File: config.mk
export PLATFORM = sky130hd
export DESIGN_NAME = kruskal_spanning_tree
export DESIGN_NICKNAME = d
export VERILOG_FILES = /design/src/design/kst_pkg.sv /design/src/design/kst_ctrl.sv /design/src/design/kst_dpath.sv /design/src/design/kruskal_spanning_tree.sv
export SDC_FILE = /design/constraint.sdc
export NUM_CORES = 2
export LEC_CHECK = 0
export BUFFER_PORTS_ARGS = -buffer_cell sky130_fd_sc_hd__buf_2
export CAP_MARGIN = 30
export CORE_ASPECT_RATIO = 1.2
export CORE_MARGIN = 2
export CORE_UTILIZATION = 45
export CTS_CLUSTER_SIZE = 20
export DETAILED_ROUTE_END_ITERATION = 6
export SLEW_MARGIN = 20
export SYNTH_ARGS = -nofsm -noshare
export SYNTH_HDL_FRONTEND = slang
export SYNTH_SLANG_ARGS = --single-unit
File: constraint.sdc
create_clock -name clk -period 6.05 [get_ports clk]
set_clock_uncertainty 0.15 [all_clocks]
set_input_delay 0.9075 -clock clk [delete_from_list [all_inputs] [get_ports clk]]
set_output_delay 0.9075 -clock clk [all_outputs]
set_load 0.02 [all_outputs]
File: src/design/kst_pkg.sv
// ----------------------------------------------------------------------------
// kst_pkg
// Shared widths and the command and status bundles that pass between the
// controller and the datapath of the spanning tree block.
// ----------------------------------------------------------------------------
`default_nettype none

package kst_pkg;

	localparam int MAX_NODES = 16;
	localparam int NODE_BITS = $clog2(MAX_NODES);
	localparam int COST_BITS = 16;
	localparam int CNT_BITS  = $clog2(MAX_NODES + 1);
	localparam int ADDR_BITS = 2 * NODE_BITS;
	localparam int KEY_BITS  = COST_BITS + ADDR_BITS;

	typedef struct packed {
		logic load;       // request accepted on the input side
		logic run_init;   // start of a run: reset components and result state
		logic scan_clr;   // restart the edge scan
		logic scan_run;   // advance the edge scan
		logic unite;      // evaluate the selected edge
		logic finish;     // emit the closing result and empty the store
	} cmd_t;

	typedef struct packed {
		logic scan_done;
		logic best_found;
		logic roots_differ;
		logic pending;
		logic out_free;
		logic taken_full;
	} sts_t;

endpackage

`default_nettype wire

File: src/design/kst_ctrl.sv
// ----------------------------------------------------------------------------
// kst_ctrl
// Sequencer: load edges, repeat scan and join until the tree is full or no
// edge is left, then close the run.
// ----------------------------------------------------------------------------
`default_nettype none

module kst_ctrl (
	input  wire logic         clk,
	input  wire logic         arst_n,
	input  wire logic         in_fire,
	input  wire logic         in_last,
	output logic              in_ready,
	input  wire kst_pkg::sts_t sts,
	output kst_pkg::cmd_t     cmd
);

	typedef enum logic [1:0] {
		ST_IDLE,
		ST_SCAN,
		ST_JOIN,
		ST_FINAL
	} state_t;

	state_t state_q;
	logic   join_ok;

	assign in_ready = (state_q == ST_IDLE);
	// a taken edge may push out the held one, which needs a free output
	assign join_ok  = !(sts.roots_differ && sts.pending && !sts.out_free);

	always_comb begin
		cmd = '0;
		cmd.load = in_fire;
		case (state_q)
			ST_IDLE: begin
				if (in_fire && in_last) begin
					cmd.run_init = 1'b1;
					cmd.scan_clr = 1'b1;
				end
			end
			ST_SCAN: begin
				cmd.scan_run = 1'b1;
			end
			ST_JOIN: begin
				if (join_ok) begin
					cmd.unite    = 1'b1;
					cmd.scan_clr = !(sts.roots_differ && sts.taken_full);
				end
			end
			ST_FINAL: begin
				cmd.finish = sts.out_free;
			end
			default: begin
				cmd = '0;
			end
		endcase
	end

	always_ff @(posedge clk or negedge arst_n) begin
		if (!arst_n) begin
			state_q <= ST_IDLE;
		end else begin
			case (state_q)
				ST_IDLE: begin
					if (in_fire && in_last) state_q <= ST_SCAN;
				end
				ST_SCAN: begin
					if (sts.scan_done) state_q <= sts.best_found ? ST_JOIN : ST_FINAL;
				end
				ST_JOIN: begin
					if (join_ok) begin
						state_q <= (sts.roots_differ && sts.taken_full) ? ST_FINAL : ST_SCAN;
					end
				end
				ST_FINAL: begin
					if (sts.out_free) state_q <= ST_IDLE;
				end
				default: begin
					state_q <= ST_IDLE;
				end
			endcase
		end
	end

endmodule

`default_nettype wire

File: src/design/kst_dpath.sv
// ----------------------------------------------------------------------------
// kst_dpath
// Cost store, minimum-key edge scan, component labels and result register.
// ----------------------------------------------------------------------------
`default_nettype none

module kst_dpath (
	input  wire logic                           clk,
	input  wire logic                           arst_n,
	input  wire kst_pkg::cmd_t                  cmd,
	output kst_pkg::sts_t                       sts,
	input  wire logic                           cfg_we,
	input  wire logic [kst_pkg::CNT_BITS-1:0]   cfg_nodes,
	input  wire logic [kst_pkg::NODE_BITS-1:0]  node_a,
	input  wire logic [kst_pkg::NODE_BITS-1:0]  node_b,
	input  wire logic [kst_pkg::COST_BITS-1:0]  edge_cost,
	input  wire logic                           out_ready,
	output logic                                out_valid,
	output logic [kst_pkg::NODE_BITS-1:0]       tree_src,
	output logic [kst_pkg::NODE_BITS-1:0]       tree_dest,
	output logic [kst_pkg::COST_BITS-1:0]       tree_cost,
	output logic                                edge_valid,
	output logic                                last_result
);

	localparam int NB    = kst_pkg::NODE_BITS;
	localparam int CB    = kst_pkg::COST_BITS;
	localparam int AB    = kst_pkg::ADDR_BITS;
	localparam int KB    = kst_pkg::KEY_BITS;
	localparam int NC    = kst_pkg::CNT_BITS;
	localparam int DEPTH = 1 << AB;

	logic [NC-1:0]  node_count_q;
	logic [NC-1:0]  n_act;
	logic [CB-1:0]  cost_mem [DEPTH];
	logic [DEPTH-1:0] vld_q;

	logic [NB-1:0]  lo_in, hi_in;
	logic           in_ok;

	logic [AB:0]    cnt_q;
	logic           rd_en_s1;
	logic           rd_vld_s1;
	logic [CB-1:0]  rd_cost_s1;
	logic [AB-1:0]  rd_addr_s1;
	logic [KB-1:0]  cand_key;
	logic           cand_ok;

	logic [KB-1:0]  best_key_q, prev_key_q;
	logic           best_found_q, have_prev_q;
	logic [NB-1:0]  best_lo, best_hi;

	logic [NB-1:0]  comp_q [kst_pkg::MAX_NODES];
	logic [NB-1:0]  lab_lo, lab_hi;
	logic [NB-1:0]  taken_q;
	logic           pend_q;
	logic [KB-1:0]  pend_key_q;
	logic           out_free;

	assign n_act = (node_count_q > NC'(kst_pkg::MAX_NODES)) ?
		NC'(kst_pkg::MAX_NODES) : node_count_q;

	always_ff @(posedge clk or negedge arst_n) begin
		if (!arst_n) begin
			node_count_q <= NC'(kst_pkg::MAX_NODES);
		end else if (cfg_we) begin
			node_count_q <= cfg_nodes;
		end
	end

	// store each edge once, lower node in the row part of the address
	assign lo_in = (node_a < node_b) ? node_a : node_b;
	assign hi_in = (node_a < node_b) ? node_b : node_a;
	assign in_ok = ({1'b0, node_a} < n_act) && ({1'b0, node_b} < n_act) && (node_a != node_b);

	always_ff @(posedge clk) begin
		if (cmd.load && in_ok) cost_mem[{lo_in, hi_in}] <= edge_cost;
		rd_cost_s1 <= cost_mem[cnt_q[AB-1:0]];
		rd_addr_s1 <= cnt_q[AB-1:0];
	end

	always_ff @(posedge clk or negedge arst_n) begin
		if (!arst_n) begin
			vld_q <= '0;
		end else if (cmd.finish) begin
			vld_q <= '0;
		end else if (cmd.load && in_ok) begin
			vld_q[{lo_in, hi_in}] <= 1'b1;
		end
	end

	// scan key orders by cost, then by row-major position
	assign cand_key = {rd_cost_s1, rd_addr_s1};
	assign cand_ok  = rd_en_s1 && rd_vld_s1 && (rd_cost_s1 != '0)
		&& (rd_addr_s1[AB-1:NB] < rd_addr_s1[NB-1:0])
		&& ({1'b0, rd_addr_s1[NB-1:0]} < n_act)
		&& (!have_prev_q || cand_key > prev_key_q)
		&& (!best_found_q || cand_key < best_key_q);

	always_ff @(posedge clk or negedge arst_n) begin
		if (!arst_n) begin
			cnt_q        <= '0;
			rd_en_s1     <= 1'b0;
			rd_vld_s1    <= 1'b0;
			best_found_q <= 1'b0;
		end else if (cmd.scan_clr) begin
			cnt_q        <= '0;
			rd_en_s1     <= 1'b0;
			best_found_q <= 1'b0;
		end else if (cmd.scan_run) begin
			rd_en_s1  <= !cnt_q[AB];
			rd_vld_s1 <= vld_q[cnt_q[AB-1:0]];
			if (!cnt_q[AB]) cnt_q <= cnt_q + 1'b1;
			if (cand_ok) best_found_q <= 1'b1;
		end
	end

	always_ff @(posedge clk) begin
		if (cmd.scan_run && cand_ok) best_key_q <= cand_key;
	end

	assign best_lo = best_key_q[AB-1:NB];
	assign best_hi = best_key_q[NB-1:0];
	assign lab_lo  = comp_q[best_lo];
	assign lab_hi  = comp_q[best_hi];

	// component labels: merging relabels the higher node's set
	always_ff @(posedge clk or negedge arst_n) begin
		if (!arst_n) begin
			for (int k = 0; k < kst_pkg::MAX_NODES; k++) comp_q[k] <= NB'(k);
			taken_q     <= '0;
			pend_q      <= 1'b0;
			have_prev_q <= 1'b0;
		end else if (cmd.run_init) begin
			for (int k = 0; k < kst_pkg::MAX_NODES; k++) comp_q[k] <= NB'(k);
			taken_q     <= '0;
			pend_q      <= 1'b0;
			have_prev_q <= 1'b0;
		end else if (cmd.unite) begin
			have_prev_q <= 1'b1;
			if (lab_lo != lab_hi) begin
				for (int k = 0; k < kst_pkg::MAX_NODES; k++) begin
					if (comp_q[k] == lab_hi) comp_q[k] <= lab_lo;
				end
				taken_q <= taken_q + 1'b1;
				pend_q  <= 1'b1;
			end
		end else if (cmd.finish) begin
			pend_q <= 1'b0;
		end
	end

	always_ff @(posedge clk) begin
		if (cmd.unite) begin
			prev_key_q <= best_key_q;
			if (lab_lo != lab_hi) pend_key_q <= best_key_q;
		end
	end

	// result register: hold the taken edge until the next one shows it is not last
	assign out_free = !out_valid || out_ready;

	always_ff @(posedge clk or negedge arst_n) begin
		if (!arst_n) begin
			out_valid <= 1'b0;
		end else if (cmd.finish || (cmd.unite && lab_lo != lab_hi && pend_q)) begin
			out_valid <= 1'b1;
		end else if (out_ready) begin
			out_valid <= 1'b0;
		end
	end

	always_ff @(posedge clk) begin
		if (cmd.finish) begin
			tree_src    <= pend_q ? pend_key_q[AB-1:NB] : '0;
			tree_dest   <= pend_q ? pend_key_q[NB-1:0] : '0;
			tree_cost   <= pend_q ? pend_key_q[KB-1:AB] : '0;
			edge_valid  <= pend_q;
			last_result <= 1'b1;
		end else if (cmd.unite && lab_lo != lab_hi && pend_q) begin
			tree_src    <= pend_key_q[AB-1:NB];
			tree_dest   <= pend_key_q[NB-1:0];
			tree_cost   <= pend_key_q[KB-1:AB];
			edge_valid  <= 1'b1;
			last_result <= 1'b0;
		end
	end

	assign sts.scan_done    = cnt_q[AB] && !rd_en_s1;
	assign sts.best_found   = best_found_q;
	assign sts.roots_differ = (lab_lo != lab_hi);
	assign sts.pending      = pend_q;
	assign sts.out_free     = out_free;
	assign sts.taken_full   = ({2'b0, taken_q} + (NB+2)'(2)) >= (NB+2)'(n_act);

endmodule

`default_nettype wire

File: src/design/kruskal_spanning_tree.sv
// ----------------------------------------------------------------------------
// kruskal_spanning_tree
// Minimum spanning tree over up to 16 nodes from a stream of weighted edges.
// ----------------------------------------------------------------------------
// Edges arrive on the s_axis channel, one per request, and are written into
// the cost store; cost zero removes an edge. The request with tlast set
// starts a run. The run scans all 256 store slots for the next edge in
// (cost, row, column) order, then checks the component labels; there is
// one scan per edge considered.
// Tree edges leave on m_axis in the order taken, the final one with tlast;
// a run that takes no edge sends one result with edge_valid clear.
// No input is taken while a run is in progress. A stalled receiver holds
// the result register and the run waits on it; nothing is dropped.
// The user must write node_count (cfg channel, always ready) only while idle;
// the block does not enforce it. Reset empties the store, sets node_count to
// 16 and leaves the block idle; the store is emptied again after every run.
// ----------------------------------------------------------------------------
`default_nettype none

module kruskal_spanning_tree (
	input  wire logic        clk,
	input  wire logic        arst_n,
	input  wire logic        cfg_valid,
	output logic             cfg_ready,
	input  wire logic [4:0]  cfg_data,        // node_count
	input  wire logic        s_axis_tvalid,
	output logic             s_axis_tready,
	input  wire logic [23:0] s_axis_tdata,    // node_a, node_b, edge_cost
	input  wire logic        s_axis_tlast,    // last_edge
	output logic             m_axis_tvalid,
	input  wire logic        m_axis_tready,
	output logic [23:0]      m_axis_tdata,    // tree_src, tree_dest, tree_cost
	output logic             m_axis_tuser,    // edge_valid
	output logic             m_axis_tlast     // last_result
);

	kst_pkg::cmd_t cmd;
	kst_pkg::sts_t sts;
	logic          in_fire;
	logic [3:0]    tree_src, tree_dest;
	logic [15:0]   tree_cost;

	assign cfg_ready = 1'b1;
	assign in_fire   = s_axis_tvalid && s_axis_tready;

	kst_ctrl u_ctrl (
		.clk      (clk),
		.arst_n   (arst_n),
		.in_fire  (in_fire),
		.in_last  (s_axis_tlast),
		.in_ready (s_axis_tready),
		.sts      (sts),
		.cmd      (cmd)
	);

	kst_dpath u_dpath (
		.clk         (clk),
		.arst_n      (arst_n),
		.cmd         (cmd),
		.sts         (sts),
		.cfg_we      (cfg_valid && cfg_ready),
		.cfg_nodes   (cfg_data),
		.node_a      (s_axis_tdata[3:0]),
		.node_b      (s_axis_tdata[7:4]),
		.edge_cost   (s_axis_tdata[23:8]),
		.out_ready   (m_axis_tready),
		.out_valid   (m_axis_tvalid),
		.tree_src    (tree_src),
		.tree_dest   (tree_dest),
		.tree_cost   (tree_cost),
		.edge_valid  (m_axis_tuser),
		.last_result (m_axis_tlast)
	);

	assign m_axis_tdata = {tree_cost, tree_dest, tree_src};

	a_empty_run: assert property (@(posedge clk) disable iff (!arst_n)
		m_axis_tvalid && !m_axis_tuser |-> m_axis_tdata == 24'd0 && m_axis_tlast)
		else $error("empty result carries data or is not last");

	a_edge_order: assert property (@(posedge clk) disable iff (!arst_n)
		m_axis_tvalid && m_axis_tuser |-> m_axis_tdata[3:0] < m_axis_tdata[7:4])
		else $error("tree edge endpoints out of order");

	a_edge_cost: assert property (@(posedge clk) disable iff (!arst_n)
		m_axis_tvalid && m_axis_tuser |-> m_axis_tdata[23:8] != 16'd0)
		else $error("tree edge with zero cost");

endmodule

`default_nettype wire
# Word-level counts from Yosys, hierarchy flattened
# Memory sizes are Yosys's and may differ from the RTL's. A register that Yosys moved wholly into a read port is not among the register bits.
# Index checks and enable logic that the tools add are counted.
totals:
  regBits: 452
  ramBits: 4096
  inputBits: 35
  out_inout_bits: 29
  wordCells: 246
  memories: 1
op_classes:
  bitwise: 4
  n_mux: 81
  magnitude_cmp: 14
  add_sub_neg: 3
  eq_ne: 27
  reduce_logical: 79
memory_table:
  columns: ["memory", "words", "word_bits", "read_ports", "rd_clocked_by_memory_dff", "write_ports", "line_no", "rtl"]
  rows:
  - ["u_dpath.cost_mem", 256, 16, 1, 1, 1, "kst_dpath.sv:35", "logic [CB-1:0] cost_mem [DEPTH];"]
ops:
  columns: ["op", "count"]
  rows:
  - ["256-bit 2-to-1 mux", 2]
  - ["256-bit OR", 1]
  - ["64-bit 2-to-1 mux", 3]
  - ["4-bit 2-to-1 mux", 31]
  - ["4-bit equality test", 16]
  - ["16-bit 2-to-1 mux", 3]
  - ["3-bit AND reduction", 16]
  - ["2-bit nonzero test", 23]
  - ["4-bit binary-select mux with 4-bit select", 2]
  - ["9-bit 2-to-1 mux", 3]
  - ["1-bit 2-to-1 mux", 26]
  - ["24-bit > comparator", 1]
  - ["24-bit less-than comparator", 1]
  - ["1-bit logical AND", 19]
  - ["8-bit by 9-bit less-than comparator with 1-bit output, second input constant", 2]
  - ["16-bit nonzero test", 1]
  - ["4-bit by 5-bit less-than comparator with 1-bit output", 3]
  - ["2-bit 2-to-1 mux", 6]
  - ["2-bit AND reduction", 6]
  - ["5-bit greater-or-equal comparator, second input constant", 2]
  - ["4-bit inverter with 5-bit output", 2]
  - ["9-bit by 1-bit adder with 9-bit output, second input constant", 1]
  - ["1-bit binary-select mux with 8-bit select", 1]
  - ["1-bit demux with 8-bit select", 1]
  - ["other kinds (21)", 36]

# Depth between registers and ports, before layout
logic_depth:
  depth_word: 13
  ltp_mapped: 13
  mapped_depth_nobuf: 10

# Cells and area by module
# From an unflattened synthesis, not the netlist that was laid out.
unflattened:
  cells_unflattened: 8200
  area_unflattened_um2: 179275.7
modules_own_cells:
  columns: ["mod", "cells_per_inst", "seq_area_each_um2", "area_per_inst_um2", "instances"]
  rows:
  - ["kst_dpath", 8170, 135060.8, 179041.7, 1]
  - ["kst_ctrl", 27, 50.0, 216.5, 1]
  - ["kruskal_spanning_tree", 3, 0.0, 17.5, 1]

# Worst setup path after synthesis
# OpenSTA, ideal clock, no wires.
synth_timing:
  kind: "in2reg"
  startpoint: "input s_axis_tdata[5]"
  endpoint: "memory u_dpath.cost_mem[218][0] (netlist bit), enable pin"
  path_slack_ns: 1.432
  t_arrival_ns: 4.078
  setup_ns: 0.390
  path_stages: 12
  path_buffers: 3
  required_time_ns: 5.510
  cell_sequence: "inv_1 ha_1 nor2b_1 o21ai_1 a21oi_1 nor2_1 buf_4 mux2i_1 clkbuf_1 nand3_1 clkbuf_1 nor2_1"
synth_via:
  elab_chain_len: 6
  elab_cells_between_ends: 10
  cone_classes: "order compare: 2; eq/ne: 1; mux: 4; reduce/logical: 3"
synth_lines:
  columns: ["element", "line_no", "rtl"]
  rows:
  - ["from (decl)", "kruskal_spanning_tree.sv:28", "input wire logic [23:0] s_axis_tdata,"]
  - ["4-bit by 5-bit less-than comparator with 1-bit output", "kst_dpath.sv:74", "assign in_ok = ({1'b0, node_a} < n_act) && ({1'b0, node_b} < n_act) && (node_a != node_b);"]
  - ["1-bit logical AND (2 in a row)", "kst_dpath.sv:74", null]
  - ["1-bit logical AND", "kst_dpath.sv:77", "if (cmd.load && in_ok) cost_mem[{lo_in, hi_in}] <= edge_cost;"]
  - ["1-bit 2-to-1 mux", "kst_dpath.sv:77", null]
  - ["1-bit 2-to-1 mux (implied by the code)", "kst_dpath.sv:77", null]
  - ["to (decl)", "kst_dpath.sv:35", null]
# Several ways; a longest one is shown, not always the timed one.

# Final worst setup path
layout_timing:
  startpoint: "register u_dpath.node_count_q[4]"
  endpoint: "memory u_dpath.cost_mem[98][9] (netlist bit), enable pin"
layout_via:
  elab_chain_len: 8
  elab_cells_between_ends: 9
  cone_classes: "order compare: 3; mux: 3; reduce/logical: 3"
layout_lines:
  columns: ["element", "line_no", "rtl"]
  rows:
  - ["from (decl)", "kst_dpath.sv:33", "logic [NC-1:0] node_count_q;"]
  - ["from (signal assigned)", "kst_dpath.sv:65", "node_count_q <= NC'(kst_pkg::MAX_NODES);"]
  - ["from (signal assigned)", "kst_dpath.sv:67", "node_count_q <= cfg_nodes;"]
  - ["5-bit > comparator", "kst_dpath.sv:60", "assign n_act = (node_count_q > NC'(kst_pkg::MAX_NODES)) ?"]
  - ["5-bit 2-to-1 mux *", "kst_dpath.sv:60", null]
  - ["4-bit by 5-bit less-than comparator with 1-bit output", "kst_dpath.sv:74", null]
  - ["1-bit logical AND * (2 in a row)", "kst_dpath.sv:74", null]
  - ["1-bit logical AND *", "kst_dpath.sv:77", null]
  - ["1-bit 2-to-1 mux *", "kst_dpath.sv:77", null]
  - ["1-bit 2-to-1 mux (implied by the code) *", "kst_dpath.sv:77", null]
# Every way passes the cells marked *; elsewhere a longest branch is shown, timed or not.

==> flow_summary.toml <==
[global_route]
grtUsageTotal = 0.234
gr-max-usage-layer = "met2"
grt_util_met3 = 0.0329
use_met1 = 0.324
antenna_found_initial = 19
grt_max_degree = 170
grt_overflow = 0
grt_pass1_wl_um = 663000
grt_pass1_vias = 85653
grtUsageMet2 = 0.387

[timing]
worst_slack_ns = 1.23
fin_crit_sh = 0.797
max_freq_mhz = 207
slew_headroom = 0.187
setup_tns_ns = 0
worst_slew_pin_slew_ns = 1.22
setup_viol = 0
hold_viol_final = 0
post-route-min-period_ns = 4.82
worst_hold_slack_ns = 0.113
rsz0062_at_grt = "false"
drv_slew = 0

[logic_synthesis]
yosysWarnings = 0
ys_ff_latch = 4564
synth.distinct_cells = 62
synthXorXnorAreaFrac = 0.00349
synth_area_um2 = 178000
synth-edff-count = 4193
synth_cells = 7824
syn_nets = 7932
synthFlopType = "edfxtp_1"
synth.avg_cell_area_um2 = 22.8
synthMuxAreaShare = 0.189
synthAdderAreaFrac = 0.00513
synth_top_area_share = 0.707
seq_area_frac_synth = 0.758
synth_area_leader_cell = "edfxtp_1"
synth-compound-area-share = 0.0155
async_reset_ff_frac = 0.0758
netlist_top_cells_area = "edfxtp_1 (71%), mux4_2 (18%), dfrtp_1 (4.4%)"
synth_top_family_by_area = "multiplexers"
synth_simple_gate_area_frac = 0.0171

[setup_path]
rr_startpoint = "u_dpath.node_count_q[4]"
r2r_slack_ns = 1.23
r2r_end = "u_dpath.cost_mem[98][9]"
r2r_cells = 11
worstPathArrival_ns = 5.34
cp_max_fo = 9
crit_type = "reg -> reg"
cp.required_ns = 6.56
critPathCaptureType = "flip-flop"
startpoint_type = "flip-flop"

[min_path]
min_path_type = "in -> reg"
min-delay-start = "cfg_data[1]"
hold_end = "u_dpath.node_count_q[1]"
holdPathStages = 2

[clock_network]
post_cts_resized = 0
clk_latency_ns = 0.97
cts_tree = "built"
clock-root-buffer = "clkbuf_16"
cts.path.max_buffers = 4
cts_setup_buffers = 0
cts_inserted_buffers = 435
holdBufCountCts = 1
path_clk_slew_ns = 0.06
cts-htree-levels = 5
cts.sinks = 4564

[route]
drcViolationCount = 0
routedWlPerCell_um = 33.7
via_per_inst = 6.06
ant_nets = 0
vias = 84740
first_pass_iters = 6
routed_wl_um = 470000
drtIter0Drc = 10100

[floorplanning]
die_y_um = 693
start_util = 0.451
rows = 253
die-area_um2 = 401000
die-width_um = 578
io_pins = 64
core_um2 = 395000

[power]
power_leakage_nw = 65.5
ir_drop_v = 0.000338
fin_total_pwr_mw = 86.3
power.density_nw_per_um2 = 426

[placed_design]
gp_congestion = 0.848
dp_hpwl_um = 291000
preCtsSetupSlack_ns = 0.700
io_buffers = 62

[finish]
regArea_um2 = 135000
fill_cells = 30684
drive_gt1_frac = 0.323
syn2layout_area_growth_pct = 13.6
final_net_count = 8488
multi_input_area_um2 = 41300

[run_status]
outcome = "finished clean"

[flow_run]
max_cap_viol_count = 0
[metal layers]
metal / routed length (um) / up-vias / share of wire
met5: 45 / - / 0.000096
met1: 188000 / 46545 / 0.40
met2: 233000 / 3457 / 0.50
met4: 17500 / 6 / 0.037
li1: - / 34057 / -
met3: 32200 / 675 / 0.068
[kinds of logic after synthesis]
group | count (synthesis)
mux | 1546
fa+ha+maj | 73
other cells | 1
flops | 4564
compound gates | 398
xor+xnor | 71
simple gates | 670
buf+inv | 501
[flip-flops by register name (all words and copies together) (netlist names), 5 cells and up]
| signal | flops |
|---|---|
| u_dpath.best_key_q | 24 |
| u_dpath.cnt_q | 9 |
| u_dpath.comp_q | 64 |
| u_dpath.cost_mem | 4096 |
| u_dpath.node_count_q | 5 |
| u_dpath.pend_key_q | 24 |
| u_dpath.prev_key_q | 24 |
| u_dpath.rd_addr_s1 | 8 |
| u_dpath.rd_cost_s1 | 16 |
| u_dpath.tree_cost | 16 |
| u_dpath.vld_q | 256 |
[cells in the final DEF (no fill, tap or decap), types with 12 or more instances in the layout]
cell        Yosys  final
nand3_2         0     13
clkbuf_16       0    439
edfxtp_1     4193   4193
mux4_2       1454   1454
nand2_1       101    101
mux2_2         12     12
clkbuf_1      284     99
clkinvlp_4      0     28
bufinv_16       0     47
buf_2         115     45
ha_1           73     73
nor4_1         20     20
clkinv_2        0     79
buf_4           4    420
o21ai_0        18     18
clkbuf_8        0     14
nor2_2         30     93
inv_1          65     65
dfxtp_1        25     25
mux2i_1        80     79
nand4_1        12     12
a22oi_1        54     54
nor2b_1        40     40
nor3_1         21     20
xor2_1         66     66
nor2_1        352    288
nand3_1        28     14
buf_8           0     24
a21oi_1        80     80
o21a_1        195    195
clkinv_1        0     75
buf_12          0     56
a21o_1         22     22
nand2_2        16     16
dfrtp_1       313    308
dfstp_2        33     33
[synth_stat cells, drive strengths merged, types with 20 or more instances]
library cell  instances
a21o                 22
a21oi                80
a22oi                54
buf                 151
clkbuf              284
dfrtp               313
dfstp                33
dfxtp                25
edfxtp             4193
ha                   73
inv                  66
mux2i                80
mux4               1454
nand2               117
nand3                28
nor2                382
nor2b                40
nor3                 21
nor4                 21
o21a                195
o21ai                20
xor2                 66
[where the power goes]
| part | leakage, nW | total, mW | switching, mW | internal, mW |
|---|---|---|---|---|
| Combinational | 16.1 | 23.3 | 13.0 | 10.3 |
| Sequential | 42.6 | 35.7 | 0.763 | 35.0 |
| Clock | 6.86 | 27.2 | 11.7 | 15.5 |
| Total | 65.5 | 86.3 | 25.5 | 60.8 |
[critical path, cell delays in order, from the launching register on]
cell      delay [ns]
dfstp_2         0.66
inv_1           0.14
nand2_1         0.27
ha_1            0.30
a21o_1          0.17
a21o_1          0.19
a221oi_2        0.32
o21ai_2         0.25
nor3_1          0.38
nand2_1         0.55
nor2_1          0.84
buf_4           0.31
[area by class of cell]
cell class | instances | area share
clock buffer | 551 | 0.0570
clock inverter | 251 | 0.0130
tap | 5227 | 0.0323
sequential | 4564 | 0.668
antenna | 10 | 0.000124
multi-input combinational | 2759 | 0.204
inverter | 66 | 0.00126
timing repair buffer | 554 | 0.0247
[per-stage QoR]
step / utilization / instance area [um^2] / std cells
2_1_floorplan: - / 178000 / 7824
3_3_place_gp: 0.476 / 188000 / 13151
3_5_place_dp: 0.476 / 188000 / 13155
4_1_cts: 0.512 / 202000 / 13958
5_1_grt: 0.512 / 202000 / 13973
6_report: 0.512 / 202000 / 13982
[how the worst max path moves through the flow]
stage	start	end	slack [ns]	cells past startpoint
floorplan	s_axis_tdata[5]	u_dpath.cost_mem[218][0]	1.43	12
global placement	s_axis_tdata[5]	u_dpath.cost_mem[112][13]	0.58	10
detailed placement	s_axis_tdata[5]	u_dpath.cost_mem[117][11]	0.70	10
CTS	u_dpath.node_count_q[4]	u_dpath.cost_mem[98][3]	1.21	11
global route	u_dpath.node_count_q[4]	u_dpath.cost_mem[98][6]	0.99	11
finish	u_dpath.node_count_q[4]	u_dpath.cost_mem[98][9]	1.23	11
Note: power is estimated with default switching activity, not from simulation.
